File: src/rtl/pbf_pkg.sv
// Shared types and constants for the packet block fragmenter.
// No dependencies; every other file uses this package.
package pbf_pkg;

	localparam int BYTE_W      = 8;
	localparam int LEN_W       = 16;
	localparam int BSIZE_W     = 7;
	localparam int MAX_BLOCK_D = 64;
	localparam int MIN_BLOCK   = 3;
	localparam int HDR_BYTES   = 2;
	localparam int DIV_CNT_W   = $clog2(LEN_W + 1);

	typedef enum logic [2:0] {
		ST_IDLE,
		ST_DIV,
		ST_HDR_IDX,
		ST_HDR_CNT,
		ST_DATA,
		ST_PAD
	} pbf_state_t;

	typedef struct packed {
		logic               start;
		logic [LEN_W-1:0]   num;
		logic [BSIZE_W-1:0] den;
	} pbf_div_req_t;

	typedef struct packed {
		logic             done;
		logic [LEN_W-1:0] quot;
	} pbf_div_rsp_t;

endpackage

File: src/rtl/pbf_if.sv
// Handshake channels of the packet block fragmenter: input bytes,
// block stream out and block size writes. Depends on pbf_pkg.
interface pbf_in_if;
	logic                        valid;
	logic                        ready;
	logic [pbf_pkg::BYTE_W-1:0]  data_byte;
	logic [pbf_pkg::LEN_W-1:0]   packet_bytes;

	modport source (output valid, output data_byte, output packet_bytes, input ready);
	modport sink   (input valid, input data_byte, input packet_bytes, output ready);
endinterface

interface pbf_out_if;
	logic                        valid;
	logic                        ready;
	logic [pbf_pkg::BYTE_W-1:0]  out_byte;
	logic                        block_end;
	logic                        run_last;

	modport source (output valid, output out_byte, output block_end, output run_last,
		input ready);
	modport sink   (input valid, input out_byte, input block_end, input run_last,
		output ready);
endinterface

interface pbf_cfg_if;
	logic                        valid;
	logic                        ready;
	logic [pbf_pkg::BSIZE_W-1:0] frag_size;

	modport source (output valid, output frag_size, input ready);
	modport sink   (input valid, input frag_size, output ready);
endinterface

File: src/rtl/packet_block_fragmenter_unit.sv
// Top level of the packet block fragmenter: sequencer, output register
// and block size register. Depends on pbf_pkg, pbf_if and pbf_div.
//
// Usage: payload bytes enter on pkt_in, each carrying the packet length.
// The block stream leaves on blk_out: for each byte, the two header bytes
// (block index, block count) when it opens a block, then the byte itself,
// then zero padding when it ends the packet. run_last marks the final
// result of an input transaction, block_end the final byte of a block.
// cfg writes frag_size (saturated to 3..MAX_BLOCK); write only while idle.
// Sequencing: one input transaction at a time. A byte in the middle of a
// block is accepted, then emitted; a block-opening byte adds the two header
// bytes; the first byte of a packet first waits for the block count from
// the divider, which produces one quotient bit per cycle; a packet-ending
// byte adds its padding bytes after it, up to the end of the block.
// A stalled receiver holds the output register; the sequencer waits and
// pkt_in stays not ready until the transaction's results are all loaded.
// Reset sets frag_size to 64 and clears all packet counters.
module packet_block_fragmenter_unit #(
	parameter int MAX_BLOCK = pbf_pkg::MAX_BLOCK_D
) (
	input  logic      clk,
	input  logic      arst_n,
	pbf_cfg_if.sink   cfg,
	pbf_in_if.sink    pkt_in,
	pbf_out_if.source blk_out
);
	import pbf_pkg::*;

	localparam int FILL_W = $clog2(MAX_BLOCK);

	pbf_state_t state_q, state_d;

	logic [BSIZE_W-1:0] frag_size_q;
	logic [BSIZE_W-1:0] bs_eff;
	logic [BSIZE_W-1:0] bs_q;
	logic [BYTE_W-1:0]  data_q;
	logic [LEN_W-1:0]   len_q;
	logic [LEN_W-1:0]   len_eff;
	logic [LEN_W-1:0]   bytes_taken_q;
	logic [BYTE_W-1:0]  block_index_q;
	logic [BYTE_W-1:0]  block_count_q;
	logic [FILL_W-1:0]  fill_q;

	logic [FILL_W:0]    fill_n;
	logic [LEN_W-1:0]   taken_n;
	logic               blk_full;
	logic               pkt_end;
	logic               accept;
	logic               can_emit;

	logic               emit;
	logic [BYTE_W-1:0]  emit_byte;
	logic               emit_end;
	logic               emit_last;

	logic               out_valid_q;
	logic [BYTE_W-1:0]  out_byte_q;
	logic               out_end_q;
	logic               out_last_q;

	pbf_div_req_t div_req;
	pbf_div_rsp_t div_rsp;

	// block size register
	assign cfg.ready = 1'b1;

	always_ff @(posedge clk or negedge arst_n) begin
		if (!arst_n) begin
			frag_size_q <= BSIZE_W'(64);
		end else if (cfg.valid) begin
			frag_size_q <= cfg.frag_size;
		end
	end

	always_comb begin
		if (frag_size_q < BSIZE_W'(MIN_BLOCK)) begin
			bs_eff = BSIZE_W'(MIN_BLOCK);
		end else if (frag_size_q > BSIZE_W'(MAX_BLOCK)) begin
			bs_eff = BSIZE_W'(MAX_BLOCK);
		end else begin
			bs_eff = frag_size_q;
		end
	end

	assign len_eff = (pkt_in.packet_bytes == '0) ? LEN_W'(1) : pkt_in.packet_bytes;

	assign pkt_in.ready = (state_q == ST_IDLE);
	assign accept       = pkt_in.valid && pkt_in.ready;
	assign can_emit     = !out_valid_q || blk_out.ready;

	// ceil(len / room) = (len - 1) / room + 1
	assign div_req.start = accept && (bytes_taken_q == '0);
	assign div_req.num   = len_eff - 1'b1;
	assign div_req.den   = bs_eff - BSIZE_W'(HDR_BYTES);

	pbf_div u_div (
		.clk    (clk),
		.arst_n (arst_n),
		.req    (div_req),
		.rsp    (div_rsp)
	);

	assign fill_n   = {1'b0, fill_q} + 1'b1;
	assign taken_n  = bytes_taken_q + 1'b1;
	assign blk_full = (BSIZE_W'(fill_n) >= bs_q);
	assign pkt_end  = (taken_n >= len_q);

	always_comb begin
		state_d = state_q;
		unique case (state_q)
			ST_IDLE: begin
				if (accept) begin
					if (bytes_taken_q == '0) begin
						state_d = ST_DIV;
					end else if (fill_q == '0) begin
						state_d = ST_HDR_IDX;
					end else begin
						state_d = ST_DATA;
					end
				end
			end
			ST_DIV: begin
				if (div_rsp.done) begin
					state_d = ST_HDR_IDX;
				end
			end
			ST_HDR_IDX: begin
				if (can_emit) begin
					state_d = ST_HDR_CNT;
				end
			end
			ST_HDR_CNT: begin
				if (can_emit) begin
					state_d = ST_DATA;
				end
			end
			ST_DATA: begin
				if (can_emit) begin
					state_d = (pkt_end && !blk_full) ? ST_PAD : ST_IDLE;
				end
			end
			ST_PAD: begin
				if (can_emit && blk_full) begin
					state_d = ST_IDLE;
				end
			end
			default: state_d = ST_IDLE;
		endcase
	end

	always_comb begin
		emit      = 1'b0;
		emit_byte = '0;
		emit_end  = 1'b0;
		emit_last = 1'b0;
		unique case (state_q)
			ST_HDR_IDX: begin
				emit      = can_emit;
				emit_byte = block_index_q;
			end
			ST_HDR_CNT: begin
				emit      = can_emit;
				emit_byte = block_count_q;
			end
			ST_DATA: begin
				emit      = can_emit;
				emit_byte = data_q;
				emit_end  = blk_full;
				emit_last = !pkt_end || blk_full;
			end
			ST_PAD: begin
				emit      = can_emit;
				emit_end  = blk_full;
				emit_last = blk_full;
			end
			default: begin
				emit = 1'b0;
			end
		endcase
	end

	always_ff @(posedge clk or negedge arst_n) begin
		if (!arst_n) begin
			state_q       <= ST_IDLE;
			bytes_taken_q <= '0;
			block_index_q <= '0;
			block_count_q <= '0;
			fill_q        <= '0;
		end else begin
			state_q <= state_d;
			unique case (state_q)
				ST_DIV: begin
					if (div_rsp.done) begin
						block_count_q <= div_rsp.quot[BYTE_W-1:0] + 1'b1;
						block_index_q <= '0;
						fill_q        <= '0;
					end
				end
				ST_HDR_CNT: begin
					if (can_emit) begin
						fill_q <= FILL_W'(HDR_BYTES);
					end
				end
				ST_DATA: begin
					if (can_emit) begin
						if (pkt_end) begin
							bytes_taken_q <= '0;
							block_index_q <= '0;
							block_count_q <= '0;
							fill_q        <= blk_full ? '0 : fill_n[FILL_W-1:0];
						end else begin
							bytes_taken_q <= taken_n;
							if (blk_full) begin
								fill_q        <= '0;
								block_index_q <= block_index_q + 1'b1;
							end else begin
								fill_q <= fill_n[FILL_W-1:0];
							end
						end
					end
				end
				ST_PAD: begin
					if (can_emit) begin
						fill_q <= blk_full ? '0 : fill_n[FILL_W-1:0];
					end
				end
				default: begin
					fill_q <= fill_q;
				end
			endcase
		end
	end

	// hold the transaction fields for the whole sequence
	always_ff @(posedge clk) begin
		if (accept) begin
			data_q <= pkt_in.data_byte;
			len_q  <= len_eff;
			bs_q   <= bs_eff;
		end
	end

	// output register
	always_ff @(posedge clk or negedge arst_n) begin
		if (!arst_n) begin
			out_valid_q <= 1'b0;
		end else if (emit) begin
			out_valid_q <= 1'b1;
		end else if (blk_out.ready) begin
			out_valid_q <= 1'b0;
		end
	end

	always_ff @(posedge clk) begin
		if (emit) begin
			out_byte_q <= emit_byte;
			out_end_q  <= emit_end;
			out_last_q <= emit_last;
		end
	end

	assign blk_out.valid     = out_valid_q;
	assign blk_out.out_byte  = out_byte_q;
	assign blk_out.block_end = out_end_q;
	assign blk_out.run_last  = out_last_q;

endmodule

File: src/rtl/pbf_div.sv
// Iterative restoring divider, one quotient bit per cycle.
// Depends on pbf_pkg for widths and the request/response structs.
module pbf_div (
	input  logic                  clk,
	input  logic                  arst_n,
	input  pbf_pkg::pbf_div_req_t req,
	output pbf_pkg::pbf_div_rsp_t rsp
);
	import pbf_pkg::*;

	logic [LEN_W-1:0]     num_q;
	logic [BSIZE_W-1:0]   den_q;
	logic [BSIZE_W-1:0]   rem_q;
	logic [DIV_CNT_W-1:0] cnt_q;
	logic                 done_q;
	logic [BSIZE_W:0]     trial;
	logic                 fits;

	assign trial = {rem_q, num_q[LEN_W-1]};
	assign fits  = (trial >= {1'b0, den_q});

	always_ff @(posedge clk or negedge arst_n) begin
		if (!arst_n) begin
			cnt_q  <= '0;
			done_q <= 1'b0;
		end else begin
			if (req.start) begin
				cnt_q  <= DIV_CNT_W'(LEN_W);
				done_q <= 1'b0;
			end else if (cnt_q != '0) begin
				cnt_q  <= cnt_q - 1'b1;
				done_q <= (cnt_q == DIV_CNT_W'(1));
			end else begin
				done_q <= 1'b0;
			end
		end
	end

	// quotient bits shift in where numerator bits leave
	always_ff @(posedge clk) begin
		if (req.start) begin
			num_q <= req.num;
			den_q <= req.den;
			rem_q <= '0;
		end else if (cnt_q != '0) begin
			num_q <= {num_q[LEN_W-2:0], fits};
			rem_q <= fits ? BSIZE_W'(trial - {1'b0, den_q}) : trial[BSIZE_W-1:0];
		end
	end

	assign rsp.done = done_q;
	assign rsp.quot = num_q;

endmodule
File: src/flat_wrapper.sv
// flat-port wrapper written by rule: the top's interface ports become plain ports
module packet_block_fragmenter_unit_flat import pbf_pkg::*;
#(
	parameter int MAX_BLOCK = pbf_pkg::MAX_BLOCK_D
)
  (clk, arst_n, cfg_valid, cfg_frag_size, cfg_ready, pkt_in_valid, pkt_in_data_byte, pkt_in_packet_bytes, pkt_in_ready, blk_out_valid, blk_out_out_byte, blk_out_block_end, blk_out_run_last, blk_out_ready);
  pbf_cfg_if cfg_i ();
  pbf_in_if pkt_in_i ();
  pbf_out_if blk_out_i ();
  input  logic clk;
  input  logic arst_n;
  input wire logic [$bits(cfg_i.valid)-1:0] cfg_valid;
  input wire logic [$bits(cfg_i.frag_size)-1:0] cfg_frag_size;
  output wire logic [$bits(cfg_i.ready)-1:0] cfg_ready;
  input wire logic [$bits(pkt_in_i.valid)-1:0] pkt_in_valid;
  input wire logic [$bits(pkt_in_i.data_byte)-1:0] pkt_in_data_byte;
  input wire logic [$bits(pkt_in_i.packet_bytes)-1:0] pkt_in_packet_bytes;
  output wire logic [$bits(pkt_in_i.ready)-1:0] pkt_in_ready;
  output wire logic [$bits(blk_out_i.valid)-1:0] blk_out_valid;
  output wire logic [$bits(blk_out_i.out_byte)-1:0] blk_out_out_byte;
  output wire logic [$bits(blk_out_i.block_end)-1:0] blk_out_block_end;
  output wire logic [$bits(blk_out_i.run_last)-1:0] blk_out_run_last;
  input wire logic [$bits(blk_out_i.ready)-1:0] blk_out_ready;
  assign cfg_i.valid = cfg_valid;
  assign cfg_i.frag_size = cfg_frag_size;
  assign cfg_ready = cfg_i.ready;
  assign pkt_in_i.valid = pkt_in_valid;
  assign pkt_in_i.data_byte = pkt_in_data_byte;
  assign pkt_in_i.packet_bytes = pkt_in_packet_bytes;
  assign pkt_in_ready = pkt_in_i.ready;
  assign blk_out_valid = blk_out_i.valid;
  assign blk_out_out_byte = blk_out_i.out_byte;
  assign blk_out_block_end = blk_out_i.block_end;
  assign blk_out_run_last = blk_out_i.run_last;
  assign blk_out_i.ready = blk_out_ready;
  packet_block_fragmenter_unit #(.MAX_BLOCK(MAX_BLOCK)) u_core (.clk(clk), .arst_n(arst_n), .cfg(cfg_i), .pkt_in(pkt_in_i), .blk_out(blk_out_i));
endmodule
File: config.mk
export PLATFORM = sky130hd
export DESIGN_NAME = packet_block_fragmenter_unit_flat
export DESIGN_NICKNAME = d
export VERILOG_FILES = /design/src/rtl/pbf_pkg.sv /design/src/rtl/pbf_if.sv /design/src/rtl/packet_block_fragmenter_unit.sv /design/src/rtl/pbf_div.sv /design/src/flat_wrapper.sv
export SDC_FILE = /design/constraint.sdc
export NUM_CORES = 1
export LEC_CHECK = 0
export BUFFER_PORTS_ARGS = -buffer_cell sky130_fd_sc_hd__buf_2
export CAP_MARGIN = 20
export CORE_MARGIN = 2
export CORE_UTILIZATION = 40
export DETAILED_ROUTE_END_ITERATION = 7
export PLACE_DENSITY = 0.59
export REMOVE_ABC_BUFFERS = 1
export SYNTH_ARGS = -nofsm -noshare
export SYNTH_HDL_FRONTEND = slang
export SYNTH_HIERARCHICAL = 1
export SYNTH_SLANG_ARGS = --single-unit
File: constraint.sdc
create_clock -name clk -period 6.9 [get_ports clk]
set_clock_uncertainty 0.2 [all_clocks]
set_input_delay 0.69 -clock clk [delete_from_list [all_inputs] [get_ports clk]]
set_output_delay 0.69 -clock clk [all_outputs]
set_load 0.02 [all_outputs]
==> impl_metrics.toml <==
[run_status]
status = "finished clean"

[global_route]
grt_max_degree = 56
grt_overflow = 0
grtUsageMet3 = 0.0456
gr-max-usage-layer = "met2"
gr-usage-met1 = 0.226
grt_pass1_vias = 5287
use_met2 = 0.303
antenna_found_initial = 1
grt_usage = 0.179
grt_pass1_wl_mm = 26.1

[placement]
dpl.hpwl_mm = 11.3
portBuffers = 47
routabilityCongestion = 0.835

[drt]
wl_per_cell_um = 16.3
postRouteAntennaNets = 0
routed_wl_mm = 15.7
remaining_drc_errors = 0
vias = 5075
vias_per_cell = 5.28
dr.first_iter.drc_count = 259
first_pass_iters = 5

[synth]
ys_seq_area_frac = 0.482
synth.top_cell.area_share = 0.269
synthArstFlopShare = 0.437
synth_compound_gate_area_share = 0.111
postSynthAreaPerCell_um2 = 10.3
ys_seq_elements = 126
synth-edff-count = 64
synth_fa_ha_area_frac = 0.0730
syn_inst = 694
synth_xor_area_frac = 0.0503
synth-main-ff-cell = "edfxtp_1"
synth_top_family_by_area = "simple AND/OR/NAND/NOR gates"
yosysUniqueCellTypes = 67
synth_simple_gate_area_frac = 0.167
synthMuxAreaShare = 0.0589
yosysWarnings = 6
syn_area_um2 = 7130
synthTopCellsByArea = "edfxtp_1 27%, dfrtp_1 19%, ha_1 7.0%"
synth_area_leader_cell = "edfxtp_1"

[worst_setup_path]
critPathArrivalTime_ns = 5.01
crit_chain = "nand3_1 > or3_1 > nor4_1 > xor2_1 > ha_1 > nand4_1 > or3_4 > nor4_4 > or3_1 > nor2_1 > a221o_1"
setup.worst_path.end_class = "register"
crit_path_start_kind = "register"
worstPathRequired_ns = 6.99
critPathMaxFanout = 27
slowest_stage = "or3_1"
crit_type = "register to register"
crit_path_frequent_cell = "or3_1"
crit_path_max_incr_delay_ns = 0.74

[layout]
fillers = 1606
multiInputGateArea_um2 = 3290
syn2layout_area_growth_pct = 13.4
layout-drive-gt1-share = 0.166
regArea_um2 = 3440
layout.nets = 799

[cts]
cts.clk_slew.worst_paths_ns = 0.06
cts_buffers = 17
cts_sinks = 126
post_cts_buffers = 0
cts_resized = 0
root_buffer = "clkbuf_16"
clock_latency_ns = 0.41
cts_buffer_depth = 2
h-tree-depth = 4
holdBufCountCts = 0
cts_tree = "built"

[sta]
fin_setup_tns_ns = 0
max_freq_mhz = 203
max_slew_margin = 0.349
hold_viol = 0
finalCritPeriodShare = 0.713
period_needed_ns = 4.92
finalMaxSlewViolations = 0
rsz0062_at_grt = "no"
worst_pin_slew_ns = 0.973
setup_viol = 0

[floorplanning]
dieArea_um2 = 18900
pin_count = 49
core_area_um2 = 17400
die_x_um = 138
initial_core_util = 0.411
dieHeight_um = 138
std_cell_rows = 48

[pwr]
power_mw = 3.14
powerDensity_nw_per_um2 = 388
ir_drop_uv = 208
leakagePower_nw = 3.44

[flow_run]
max_cap_violations = 0

[min_path]
min_path_type = "primary input to asynchronous set/reset pin"
## critical path: cells and delay by family, from the launching register on
family                     cells  cell delay [ns]
AOI/OAI and AO/OA              1             0.38
DFF                            1             0.46
adders and majority gates      1             0.37
and+or+nand+nor                8             3.21
xor gates and xnor gates       1             0.17
## stage by stage
step	hold slack [ns]	util	cell area (um2)	setup WS, ns	instances
floorplan	0.194	-	6910	2.85	650
global placement	0.262	0.430	7470	2.30	927
detailed placement	0.272	0.430	7470	2.22	927
CTS	0.234	0.466	8080	2.04	959
global route	0.224	0.466	8090	1.62	960
finish	0.246	0.466	8090	1.98	961
## placed cells by master (no fill, tap or decap), types with 7 or more instances in the layout
master,synthesis,layout
xnor2_1,17,17
nand3_1,22,22
dfrtp_1,54,54
and3_1,7,7
mux2_2,24,24
nor3_1,18,18
a211oi_1,8,8
nor2b_1,13,13
nand4_1,7,7
buf_2,2,47
a21oi_1,23,23
inv_1,50,50
xor2_1,24,24
nand2_1,67,67
nor2_1,46,45
o31ai_1,10,10
edfxtp_1,64,64
nand2b_1,16,16
clkbuf_16,0,19
dfxtp_1,7,7
mux2i_1,15,15
o21ai_0,36,36
nor4_1,12,12
ha_1,40,40
## where the power goes
part	total [mW]	internal, mW	switching [mW]
combinational	1.03	0.427	0.600
clock	0.896	0.555	0.341
sequential	1.22	1.05	0.165
## area by class of cell
type,instances,area share
Clock inverter,12,0.0150
Tap cell,225,0.0348
Inverter,50,0.0232
Multi-Input combinational cell,474,0.406
Sequential cell,126,0.425
Antenna cell,1,0.000309
Clock buffer,20,0.0605
Timing Repair Buffer,53,0.0346
## per-layer routing
metal  vias up  wire, um
met4         0       222
met1      2460      7130
met5         -         0
met2        87      7730
met3        14       564
li1       2514         -
## synthesized netlist by cell type (17+ instances only)
| cell type | instances |
|---|---|
| o21ai_0 | 36 |
| clkbuf_1 | 33 |
| inv_1 | 50 |
| mux2_2 | 24 |
| edfxtp_1 | 64 |
| dfrtp_1 | 54 |
| a21oi_1 | 23 |
| nor2_1 | 46 |
| ha_1 | 40 |
| xnor2_1 | 17 |
| nor3_1 | 18 |
| nand3_1 | 22 |
| xor2_1 | 24 |
| nand2_1 | 67 |
## cells by family after synthesis
family / Yosys count
simple gates: 234
fa+ha+maj: 41
xor+xnor: 41
flops: 126
mux: 39
other cells: 2
compound gates: 117
buf+inv: 94
## worst paths after layout
path                                            to                    start  cells past startpoint  slack, ns
setup / recovery           u_core/block_index_q[2]  u_core/bytes_taken_q[2]                     11       1.98
hold / removal             u_core/block_index_q[3]                   arst_n                      2       0.25
setup reg to reg           u_core/block_index_q[2]  u_core/bytes_taken_q[2]                     11       1.98
hold reg to reg            u_core/block_count_q[7]  u_core/block_count_q[7]                      2       0.28
max in group asynchronous         u_core/fill_q[5]                   arst_n                      2       5.75
min in group clk                  u_core/data_q[0]      pkt_in_data_byte[0]                      1       0.25
## registers in the layout (all words and copies together) (netlist names), 3 cells and up
name,count
u_core/frag_size_q,7
u_core/len_q,16
u_core/block_count_q,8
u_core/block_index_q,8
u_core/blk_out.out_byte,8
u_core/bs_q,7
u_core/u_div/rem_q,7
u_core/bytes_taken_q,16
u_core/state_q,3
u_core/u_div/num_q,16
u_core/u_div/cnt_q,5
u_core/data_q,8
u_core/u_div/den_q,7
u_core/fill_q,6
(Power assumes the default switching activity.)
